File: src/sv/sm64br_pkg.sv
// shared types and constants of the splitmix64 bounded random block
package sm64br_pkg;

	localparam logic [63:0] GOLDEN_GAMMA = 64'h9E3779B97F4A7C15;
	localparam logic [63:0] MIX_MUL_A    = 64'hBF58476D1CE4E5B9;
	localparam logic [63:0] MIX_MUL_B    = 64'h94D049BB133111EB;
	localparam int unsigned SHIFT_A      = 30;
	localparam int unsigned SHIFT_B      = 27;
	localparam int unsigned SHIFT_C      = 31;

	typedef enum logic [3:0] {
		ST_IDLE,
		ST_THR_START,
		ST_THR_WAIT,
		ST_DRAW,
		ST_MULA_START,
		ST_MULA_WAIT,
		ST_MULB_START,
		ST_MULB_WAIT,
		ST_CHECK,
		ST_FIN_START,
		ST_FIN_WAIT,
		ST_EMIT
	} seq_state_t;

	// control into a shared unit
	typedef struct packed {
		logic start;
	} unit_ctl_t;

	// status back from a shared unit
	typedef struct packed {
		logic busy;
		logic done;
	} unit_sts_t;

endpackage

File: src/sv/splitmix64_bounded_random.sv
// top level: sequencer and datapath of the splitmix64 bounded random block
//
// Each item on the slave stream is an exclusive upper bound; the block answers one
// unbiased value below it on the master stream. A write on cfg_we loads the seed into
// the generator state at once (write only while idle). A bound of zero answers zero
// and leaves the state alone. Otherwise the block works out the rejection threshold
// (2^64 - bound) mod bound with a bit-serial remainder unit, then makes draws: the
// gamma add and first xor-shift, two multiplies (three partial products each on a
// shared 32 x 32 multiplier), and one compare. A draw below the threshold is thrown
// away and another made. The accepted draw goes through the remainder unit again.
// One item is in work at a time. The result sits in an output register, so the next
// item may be taken while it waits.
module splitmix64_bounded_random (
	input  logic        clk,
	input  logic        arst_n,
	// seed register write
	input  logic        cfg_we,
	input  logic [63:0] cfg_wdata,
	// input items
	input  logic        s_axis_tvalid,
	output logic        s_axis_tready,
	input  logic [63:0] s_axis_tdata,   // [63:0] bound
	// result items
	output logic        m_axis_tvalid,
	input  logic        m_axis_tready,
	output logic [63:0] m_axis_tdata    // [63:0] value
);
	import sm64br_pkg::*;

	seq_state_t  state_q;
	seq_state_t  state_d;

	logic [63:0] gen_q;      // generator state
	logic [63:0] bound_q;
	logic [63:0] thr_q;      // rejection threshold
	logic [63:0] z_q;        // draw in progress
	logic [63:0] res_q;
	logic [63:0] out_data_q;
	logic        out_valid_q;

	unit_ctl_t   mul_ctl;
	unit_sts_t   mul_sts;
	unit_ctl_t   rem_ctl;
	unit_sts_t   rem_sts;
	logic [63:0] mul_b;
	logic [63:0] mul_p;
	logic [63:0] rem_dvd;
	logic [63:0] rem_r;

	logic        in_take;
	logic        out_load;
	logic [63:0] gen_next;

	assign in_take  = s_axis_tvalid && s_axis_tready;
	// in the emit state, with the output register free or being emptied this cycle
	assign out_load = (state_q == ST_EMIT) && (!out_valid_q || m_axis_tready);
	assign gen_next = gen_q + GOLDEN_GAMMA;

	// shared units
	assign mul_b   = (state_q == ST_MULA_START) ? MIX_MUL_A : MIX_MUL_B;
	assign rem_dvd = (state_q == ST_THR_START) ? (64'd0 - bound_q) : z_q;

	sm64br_mul u_mul (
		.clk     (clk),
		.arst_n  (arst_n),
		.ctl     (mul_ctl),
		.a       (z_q),
		.b       (mul_b),
		.sts     (mul_sts),
		.product (mul_p)
	);

	sm64br_rem u_rem (
		.clk       (clk),
		.arst_n    (arst_n),
		.ctl       (rem_ctl),
		.dividend  (rem_dvd),
		.divisor   (bound_q),
		.sts       (rem_sts),
		.remainder (rem_r)
	);

	// next state
	always_comb begin
		state_d = state_q;
		unique case (state_q)
			ST_IDLE: begin
				if (in_take) begin
					state_d = (s_axis_tdata == 64'd0) ? ST_EMIT : ST_THR_START;
				end
			end
			ST_THR_START:  state_d = ST_THR_WAIT;
			ST_THR_WAIT: begin
				if (rem_sts.done) begin
					state_d = ST_DRAW;
				end
			end
			ST_DRAW:       state_d = ST_MULA_START;
			ST_MULA_START: state_d = ST_MULA_WAIT;
			ST_MULA_WAIT: begin
				if (mul_sts.done) begin
					state_d = ST_MULB_START;
				end
			end
			ST_MULB_START: state_d = ST_MULB_WAIT;
			ST_MULB_WAIT: begin
				if (mul_sts.done) begin
					state_d = ST_CHECK;
				end
			end
			// draws below the threshold are rejected
			ST_CHECK:      state_d = (z_q >= thr_q) ? ST_FIN_START : ST_DRAW;
			ST_FIN_START:  state_d = ST_FIN_WAIT;
			ST_FIN_WAIT: begin
				if (rem_sts.done) begin
					state_d = ST_EMIT;
				end
			end
			ST_EMIT: begin
				if (out_load) begin
					state_d = ST_IDLE;
				end
			end
			default:       state_d = ST_IDLE;
		endcase
	end

	// sequencer outputs
	always_comb begin
		s_axis_tready = (state_q == ST_IDLE);
		mul_ctl.start = (state_q == ST_MULA_START) || (state_q == ST_MULB_START);
		rem_ctl.start = (state_q == ST_THR_START) || (state_q == ST_FIN_START);
	end

	always_ff @(posedge clk or negedge arst_n) begin
		if (!arst_n) begin
			state_q     <= ST_IDLE;
			out_valid_q <= 1'b0;
			gen_q       <= 64'd0;
		end else begin
			state_q <= state_d;
			if (out_load) begin
				out_valid_q <= 1'b1;
			end else if (m_axis_tready) begin
				out_valid_q <= 1'b0;
			end
			// seed write loads the generator state
			if (cfg_we) begin
				gen_q <= cfg_wdata;
			end else if (state_q == ST_DRAW) begin
				gen_q <= gen_next;
			end
		end
	end

	// datapath
	always_ff @(posedge clk) begin
		if (in_take) begin
			bound_q <= s_axis_tdata;
			res_q   <= 64'd0;
		end
		if ((state_q == ST_THR_WAIT) && rem_sts.done) begin
			thr_q <= rem_r;
		end
		if (state_q == ST_DRAW) begin
			z_q <= gen_next ^ (gen_next >> SHIFT_A);
		end else if ((state_q == ST_MULA_WAIT) && mul_sts.done) begin
			z_q <= mul_p ^ (mul_p >> SHIFT_B);
		end else if ((state_q == ST_MULB_WAIT) && mul_sts.done) begin
			z_q <= mul_p ^ (mul_p >> SHIFT_C);
		end
		if ((state_q == ST_FIN_WAIT) && rem_sts.done) begin
			res_q <= rem_r;
		end
		if (out_load) begin
			out_data_q <= res_q;
		end
	end

	assign m_axis_tvalid = out_valid_q;
	assign m_axis_tdata  = out_data_q;

endmodule

File: src/sv/sm64br_mul.sv
// iterative 64 x 64 low-half multiplier on one shared 32 x 32 multiplier
module sm64br_mul (
	input  logic                  clk,
	input  logic                  arst_n,
	input  sm64br_pkg::unit_ctl_t ctl,
	input  logic [63:0]           a,
	input  logic [63:0]           b,
	output sm64br_pkg::unit_sts_t sts,
	output logic [63:0]           product
);
	import sm64br_pkg::*;

	logic [63:0] a_q;
	logic [63:0] b_q;
	logic [63:0] acc_q;
	logic [1:0]  step_q;
	logic        busy_q;
	logic        done_q;
	logic [31:0] op_x;
	logic [31:0] op_y;
	logic [63:0] pp;

	// partial product order: lo*lo, lo*hi, hi*lo
	always_comb begin
		unique case (step_q)
			2'd0:    begin op_x = a_q[31:0];  op_y = b_q[31:0];  end
			2'd1:    begin op_x = a_q[31:0];  op_y = b_q[63:32]; end
			default: begin op_x = a_q[63:32]; op_y = b_q[31:0];  end
		endcase
	end

	assign pp = {32'd0, op_x} * {32'd0, op_y};

	always_ff @(posedge clk or negedge arst_n) begin
		if (!arst_n) begin
			busy_q <= 1'b0;
			done_q <= 1'b0;
			step_q <= 2'd0;
		end else begin
			done_q <= 1'b0;
			if (ctl.start) begin
				busy_q <= 1'b1;
				step_q <= 2'd0;
			end else if (busy_q) begin
				if (step_q == 2'd2) begin
					busy_q <= 1'b0;
					done_q <= 1'b1;
					step_q <= 2'd0;
				end else begin
					step_q <= step_q + 2'd1;
				end
			end
		end
	end

	always_ff @(posedge clk) begin
		if (ctl.start) begin
			a_q <= a;
			b_q <= b;
		end else if (busy_q) begin
			if (step_q == 2'd0) begin
				acc_q <= pp;
			end else begin
				acc_q[63:32] <= acc_q[63:32] + pp[31:0];
			end
		end
	end

	assign sts.busy = busy_q;
	assign sts.done = done_q;
	assign product  = acc_q;

endmodule

File: src/sv/sm64br_rem.sv
// restoring 64-bit remainder unit, one quotient bit per cycle
module sm64br_rem (
	input  logic                  clk,
	input  logic                  arst_n,
	input  sm64br_pkg::unit_ctl_t ctl,
	input  logic [63:0]           dividend,
	input  logic [63:0]           divisor,
	output sm64br_pkg::unit_sts_t sts,
	output logic [63:0]           remainder
);
	import sm64br_pkg::*;

	logic [63:0] dvd_q;
	logic [63:0] dvs_q;
	logic [63:0] rem_q;
	logic [5:0]  cnt_q;
	logic        busy_q;
	logic        done_q;
	logic [64:0] shifted;
	logic [64:0] diff;
	logic        take;

	assign shifted = {rem_q, dvd_q[63]};
	assign take    = shifted >= {1'b0, dvs_q};
	assign diff    = shifted - {1'b0, dvs_q};

	always_ff @(posedge clk or negedge arst_n) begin
		if (!arst_n) begin
			busy_q <= 1'b0;
			done_q <= 1'b0;
			cnt_q  <= '0;
		end else begin
			done_q <= 1'b0;
			if (ctl.start) begin
				busy_q <= 1'b1;
				cnt_q  <= '0;
			end else if (busy_q) begin
				cnt_q <= cnt_q + 6'd1;
				if (cnt_q == 6'd63) begin
					busy_q <= 1'b0;
					done_q <= 1'b1;
				end
			end
		end
	end

	always_ff @(posedge clk) begin
		if (ctl.start) begin
			dvd_q <= dividend;
			dvs_q <= divisor;
			rem_q <= '0;
		end else if (busy_q) begin
			dvd_q <= {dvd_q[62:0], 1'b0};
			// partial remainder stays below the divisor, so 64 bits suffice
			rem_q <= take ? diff[63:0] : shifted[63:0];
		end
	end

	assign sts.busy  = busy_q;
	assign sts.done  = done_q;
	assign remainder = rem_q;

endmodule

File: config.mk
export PLATFORM = sky130hd
export DESIGN_NAME = splitmix64_bounded_random
export DESIGN_NICKNAME = d
export VERILOG_FILES = /design/src/sv/sm64br_pkg.sv /design/src/sv/splitmix64_bounded_random.sv /design/src/sv/sm64br_mul.sv /design/src/sv/sm64br_rem.sv
export SDC_FILE = /design/constraint.sdc
export NUM_CORES = 2
export LEC_CHECK = 0
export ABC_AREA = 0
export BUFFER_PORTS_ARGS = -buffer_cell sky130_fd_sc_hd__buf_2
export CAP_MARGIN = 20
export CORE_ASPECT_RATIO = 0.8
export CORE_MARGIN = 5
export CORE_UTILIZATION = 45
export DETAILED_ROUTE_END_ITERATION = 10
export PLACE_DENSITY = 0.71
export SLEW_MARGIN = 20
export SYNTH_ARGS = -nofsm -noshare
export SYNTH_HDL_FRONTEND = slang
export SYNTH_SLANG_ARGS = --single-unit
File: constraint.sdc
create_clock -name clk -period 12.3 [get_ports clk]
set_input_delay 0 -clock clk [delete_from_list [all_inputs] [get_ports clk]]
set_output_delay 0 -clock clk [all_outputs]
set_load 0.02 [all_outputs]
# Word level (Yosys, flattened, before mapping)
# Index checks and enable logic that the tools add are counted.
op_classes:
  add_sub_neg: 6
  mul: 1
  order_cmp: 2
  n_eq_ne: 20
  muxes: 43
  n_bitwise: 4
  n_reduce_logical: 23
op_table:
  columns: ["operator", "n"]
  rows:
  - ["64-bit two-way mux", 11]
  - ["32-bit two-way mux", 3]
  - ["65-bit by 64-bit greater-or-equal comparator with 1-bit output", 1]
  - ["64-bit adder (second input constant)", 1]
  - ["64-bit greater-or-equal comparator", 1]
  - ["64-bit zero test", 1]
  - ["32-bit by 32-bit multiplier with 64-bit output", 1]
  - ["1-bit by 64-bit subtractor with 64-bit output (first input constant)", 1]
  - ["64-bit subtractor", 1]
  - ["64-bit by 33-bit XOR with 64-bit output", 1]
  - ["64-bit by 34-bit XOR with 64-bit output", 1]
  - ["64-bit by 37-bit XOR with 64-bit output", 1]
  - ["62-bit two-way mux", 1]
  - ["4-bit one-hot mux with 12 select lines", 1]
  - ["32-bit adder", 1]
  - ["4-bit two-way mux", 8]
  - ["4-bit by 3-bit equality test with 1-bit output (second input constant)", 4]
  - ["4-bit equality test (second input constant)", 4]
  - ["1-bit two-way mux", 14]
  - ["6-bit two-way mux", 2]
  - ["2-bit by 1-bit inequality test with 1-bit output (second input constant)", 5]
  - ["2-bit nonzero test", 5]
  - ["4-bit by 2-bit equality test with 1-bit output (second input constant)", 2]
  - ["6-bit by 1-bit adder with 6-bit output (second input constant)", 1]
  - ["other kinds (18)", 27]
word_totals:
  reg_bits: 785

# Depth between registers and ports, before layout
depth:
  ltp_word: 6
  depth_mapped: 43

# Modules after synthesis
# A second synthesis with hierarchy kept.
hier_totals:
  hier_cells: 7406
  hier_area_um2: 73545.5
by_module_without_submodules:
  columns: ["mod", "n_inst", "cells_each", "area_each_um2", "seq_area_each_um2"]
  rows:
  - ["sm64br_mul", 1, 4284, 41025.6, 5865.6]
  - ["splitmix64_bounded_random", 1, 1877, 20596.0, 11335.9]
  - ["sm64br_rem", 1, 1245, 11923.9, 5325.1]

# Least setup slack after synthesis
# OpenSTA, ideal clock, no wires.
synth_path:
  kind: "register to register"
  from: "register u_mul.step_q[1]"
  to: "register u_mul.acc_q[63] (netlist: u_mul.product[63]) (data pin)"
  setup_ns: 0.270
  t_arrival_ns: 9.365
  setup_slack_ns: 2.665
  stages_incl_launch_ff: 37
  synth_period_minus_slack_ns: 9.635
  cell_sequence: "dfrtp_1 -> clkbuf_1 -> buf_1 -> mux2i_1 -> inv_1 -> o21ai_0 -> or2_2 -> fa_1 -> inv_1 -> fa_1 -> inv_1 -> fa_1 -> fa_1 -> inv_1 -> fa_1 -> inv_1 -> fa_1 -> inv_1 -> fa_1 -> inv_1 -> fa_1 -> inv_1 -> ha_1 -> nand2_1 -> a21o_1 -> a21boi_0 -> a311o_1 -> or3b_2 -> a31oi_1 -> xnor2_1 -> ha_1 -> or3_1 -> a211o_1 -> a31o_1 -> a21oi_2 -> xnor2_1 -> a21oi_1"
synth_between:
  elab_chain_len: 6
  elab_cells_between_ends: 8
  classes_between: "add/sub (1); mul (1); eq/ne (1); mux (3); reduce/logical (2)"
synth_lines:
  columns: ["item", "line", "rtl"]
  rows:
  - ["start: declaration", "sm64br_mul.sv:16", "logic [1:0] step_q;"]
  - ["start signal: assignment", "sm64br_mul.sv:50", "step_q <= step_q + 2'd1;"]
  - ["2-bit by 1-bit equality test with 1-bit output / 2-bit zero test (equally long branches)", "sm64br_mul.sv:25", "unique case (step_q)"]
  - ["2-bit OR reduction (no line)", null, null]
  - ["32-bit two-way mux", "sm64br_mul.sv:25", null]
  - ["32-bit by 32-bit multiplier with 64-bit output (*)", "sm64br_mul.sv:32", "assign pp = {32'd0, op_x} * {32'd0, op_y};"]
  - ["named net u_mul.pp[27]", "sm64br_mul.sv:21", "logic [63:0] pp;"]
  - ["32-bit adder (*)", "sm64br_mul.sv:64", "acc_q[63:32] <= acc_q[63:32] + pp[31:0];"]
  - ["32-bit two-way mux (*)", "sm64br_mul.sv:61", "if (step_q == 2'd0) begin"]
  - ["end signal: assignment", "sm64br_mul.sv:62", "acc_q <= pp;"]
  - ["end signal: assignment", "sm64br_mul.sv:64", null]
  - ["end: declaration", "sm64br_mul.sv:15", "logic [63:0] acc_q;"]
# The timed path passes the listed nets; every way through them passes the cells marked *.
# A chain may end at the register's enable or synchronous reset.

# Worst setup path after layout
layout_path:
  from: "register u_mul.step_q[1]"
  to: "register u_mul.acc_q[61] (netlist: u_mul.product[61]) (data pin)"
layout_between:
  elab_chain_len: 6
  elab_cells_between_ends: 8
  classes_between: "add/sub (1); mul (1); eq/ne (1); mux (3); reduce/logical (2)"
layout_lines:
  columns: ["item", "line"]
  rows:
  - ["2-bit by 1-bit equality test with 1-bit output / 2-bit zero test (equally long branches)", "sm64br_mul.sv:25, sm64br_mul.sv:61"]
  - ["2-bit OR reduction (no line)", null]
  - ["32-bit two-way mux", "sm64br_mul.sv:25"]
  - ["32-bit by 32-bit multiplier with 64-bit output", "sm64br_mul.sv:32"]
  - ["32-bit adder", "sm64br_mul.sv:64"]
  - ["32-bit two-way mux (*)", "sm64br_mul.sv:61"]
# Every way passes the cells marked *; elsewhere a longest branch is shown, timed or not.

==> impl_metrics.ini <==
[status]
status = finished clean

[place]
gp_congestion = 1.04
hpwl_um = 196000
dp_cells = 8556
io_buffers = 198

[logic_synthesis]
ys_ff_latch = 723
synth_cell_types = 96
synthArstFlopShare_pct = 11.2
synth.net_count = 7980
synth_area_leaders = edfxtp_1 26%, fa_1 25%, ha_1 9.3%, inv_1 6.3%, xnor2_1 3.3%
yosys.cell_count.top_type = inv_1
synth_top_area_cell = edfxtp_1
postSynthAreaPerCell_sq_um = 10.2
synth_ff_type = edfxtp_1
synth-edff-count = 578
ys_seq_area_share_pct = 31.0
synth_top_area_share_pct = 26.0
syn_area_sq_um = 66700
postSynthCellCount = 6532
synth_common_cells = 1119 x inv_1, 820 x fa_1, 578 x edfxtp_1
synth_warnings = 0

[critical_path]
cp_data_required_time_ns = 12.80
r2r_start = u_mul.step_q[1]
endpoint_kind = flop
worst_r2r_path_depth = 31
critPathSlowestCell = mux2i_1
cp.arrival_ns = 11.71
reg2reg_setup_slack_ns = 1.09
crit-reg2reg-capture = u_mul.product[61]
start_kind = flop
path_depth = 31
worst_path_largest_cell_delay_ns = 0.93
cp-startpoint = u_mul.step_q[1]
critPathMostFrequentCell = fa_1
cp_max_fo = 27
critPathBufInv = 8
crit_type = reg -> reg
critPathTopFamily = adder cells
cp-endpoint = u_mul.product[61]

[cts]
cts-buffers-inserted = 68
cts-root-buf = clkbuf_16
postCtsHoldBufs = 131
clk_path_buf_depth = 3
clkLatencyLatePin_ns = 0.66
cts.sink_count = 723
cts_resized = 0
cts_setup_buffers = 0
cts_htree_levels = 3
cts_tree = done
clkTransAtPathRegs_ns = 0.07

[floorplanning]
ioPinCount = 199
dieArea_sq_um = 156000
core_sq_um = 147000
die_x_um = 440
num_rows = 126
initial_core_util_pct = 45.2
die_height_um = 354

[global_route]
grt_pass1_wl_um = 342000
grt_overflow_total = 0
grt_pass1_vias = 49691
antenna_found_initial = 10
grt_max_degree = 130
track_usage_pct = 30.0

[cells_and_area]
final_core_util_pct = 49.9
syn_to_final_growth_pct = 10.3
layout.cells.non_filler = 8815
layout-drive-gt1-share_pct = 6.77
nets = 8221

[sta]
skew_ns = 0.0323
fin_crit_sh_pct = 91.1
final_max_slew_viol_count = 0
rsz0062_at_grt = false
setup_viol = 0
tns_ns = 0
hold_slack_ns = 0.00835
worst_pin_slew_ns = 1.10
hold_viol_final = 0
min_period_ns = 11.21
fmax_mhz = 89.2
maxSlewHeadroom_pct = 24.4

[drt]
ant_nets = 0
avgViaCountPerCell = 5.73
drc = 0
vias = 50498
totalWireLength_um = 235000
drt_iter0_drc = 6590
wl_per_cell_um = 26.7
dr.pass1.iters = 7

[run]
cap_violations = 0

[hold_path]
hold_class = in -> async
==> cell families (layout without fill, tap and decap cells) <==
family,Yosys count,count (layout),share of synthesized area (%)
flops,723,723,31.0
other cells,1,4,0.00562
mux,110,110,1.68
buf+inv,1352,1648,7.66
fa+ha+maj,1315,1315,33.9
simple gates,1567,1567,10.8
xor+xnor,398,398,5.27
compound gates,1066,1066,9.71
==> worst min path at each step <==
stage / startpoint / end / slack [ns] / cells past startpoint
global route: s_axis_tdata[21] / bound_q[21] / 0.06 / 2
CTS: cfg_we / gen_q[2] / 0.001 / 3
detailed placement: arst_n / gen_q[48] / -0.14 / 1
finish: arst_n / gen_q[44] / 0.008 / 3
floorplan: arst_n / gen_q[0] / -0.30 / 0
global placement: arst_n / gen_q[47] / -0.15 / 1
==> layout make-up <==
type                            count  area (sq um)
Antenna cell                        3          7.51
Clock buffer                       85          1880
Clock inverter                     40           418
Fill cell                       13428         73800
Inverter                         1123          4220
Multi-Input combinational cell   4457         41000
Sequential cell                   723         20700
Tap cell                         1984          2480
Timing Repair Buffer              400          2870
==> per-stage QoR <==
stage	setup slack, ns	cell area (sq um)
global route	0.615	73600
global placement	1.42	69900
floorplan	2.67	66700
CTS	1.24	73600
detailed placement	1.29	69900
finish	1.09	73600
==> routing by layer <==
| metal | track usage, % | share of wire (%) | vias to the layer above |
|---|---|---|---|
| met3 | 10.1 | 13 | 325 |
| met5 | 0 | 0.015 | - |
| met2 | 41.6 | 41 | 2798 |
| met1 | 44.8 | 43 | 25366 |
| met4 | 7.64 | 2.9 | 6 |
| li1 | - | - | 22003 |
==> sequential cells by signal, indices dropped and copies added (netlist names), 2 cells and up <==
register,cells
gen_q,64
bound_q,64
m_axis_tdata,64
u_mul.b_q,2
u_rem.cnt_q,6
u_mul.product,64
u_rem.remainder,64
z_q,64
thr_q,64
state_q,4
res_q,64
u_rem.dvd_q,64
u_rem.dvs_q,64
u_mul.a_q,64
u_mul.step_q,2
==> tightest hold or removal path, cell delays in order <==
cell and delay (ns):
dlygate4sd3_1 0.52, buf_4 0.11, buf_6 0.53
==> cell usage in the layout, fill, tap and decap left out, types with 79 or more instances in the layout <==
master | Yosys | layout
and2_1 | 103 | 103
a21o_1 | 118 | 118
fa_1 | 820 | 820
dlygate4sd3_1 | 0 | 131
nor2_1 | 457 | 451
inv_1 | 1119 | 1118
o21ai_0 | 376 | 376
xnor2_1 | 254 | 254
ha_1 | 495 | 495
a21oi_1 | 251 | 250
dfrtp_1 | 81 | 79
xor2_1 | 142 | 142
buf_2 | 9 | 196
mux2i_1 | 101 | 101
nand2_1 | 569 | 568
edfxtp_1 | 578 | 578
Power is left out: the tool's default activity adds up to more than one toggle a clock period on the data nets, which glitch-free logic cannot reach.
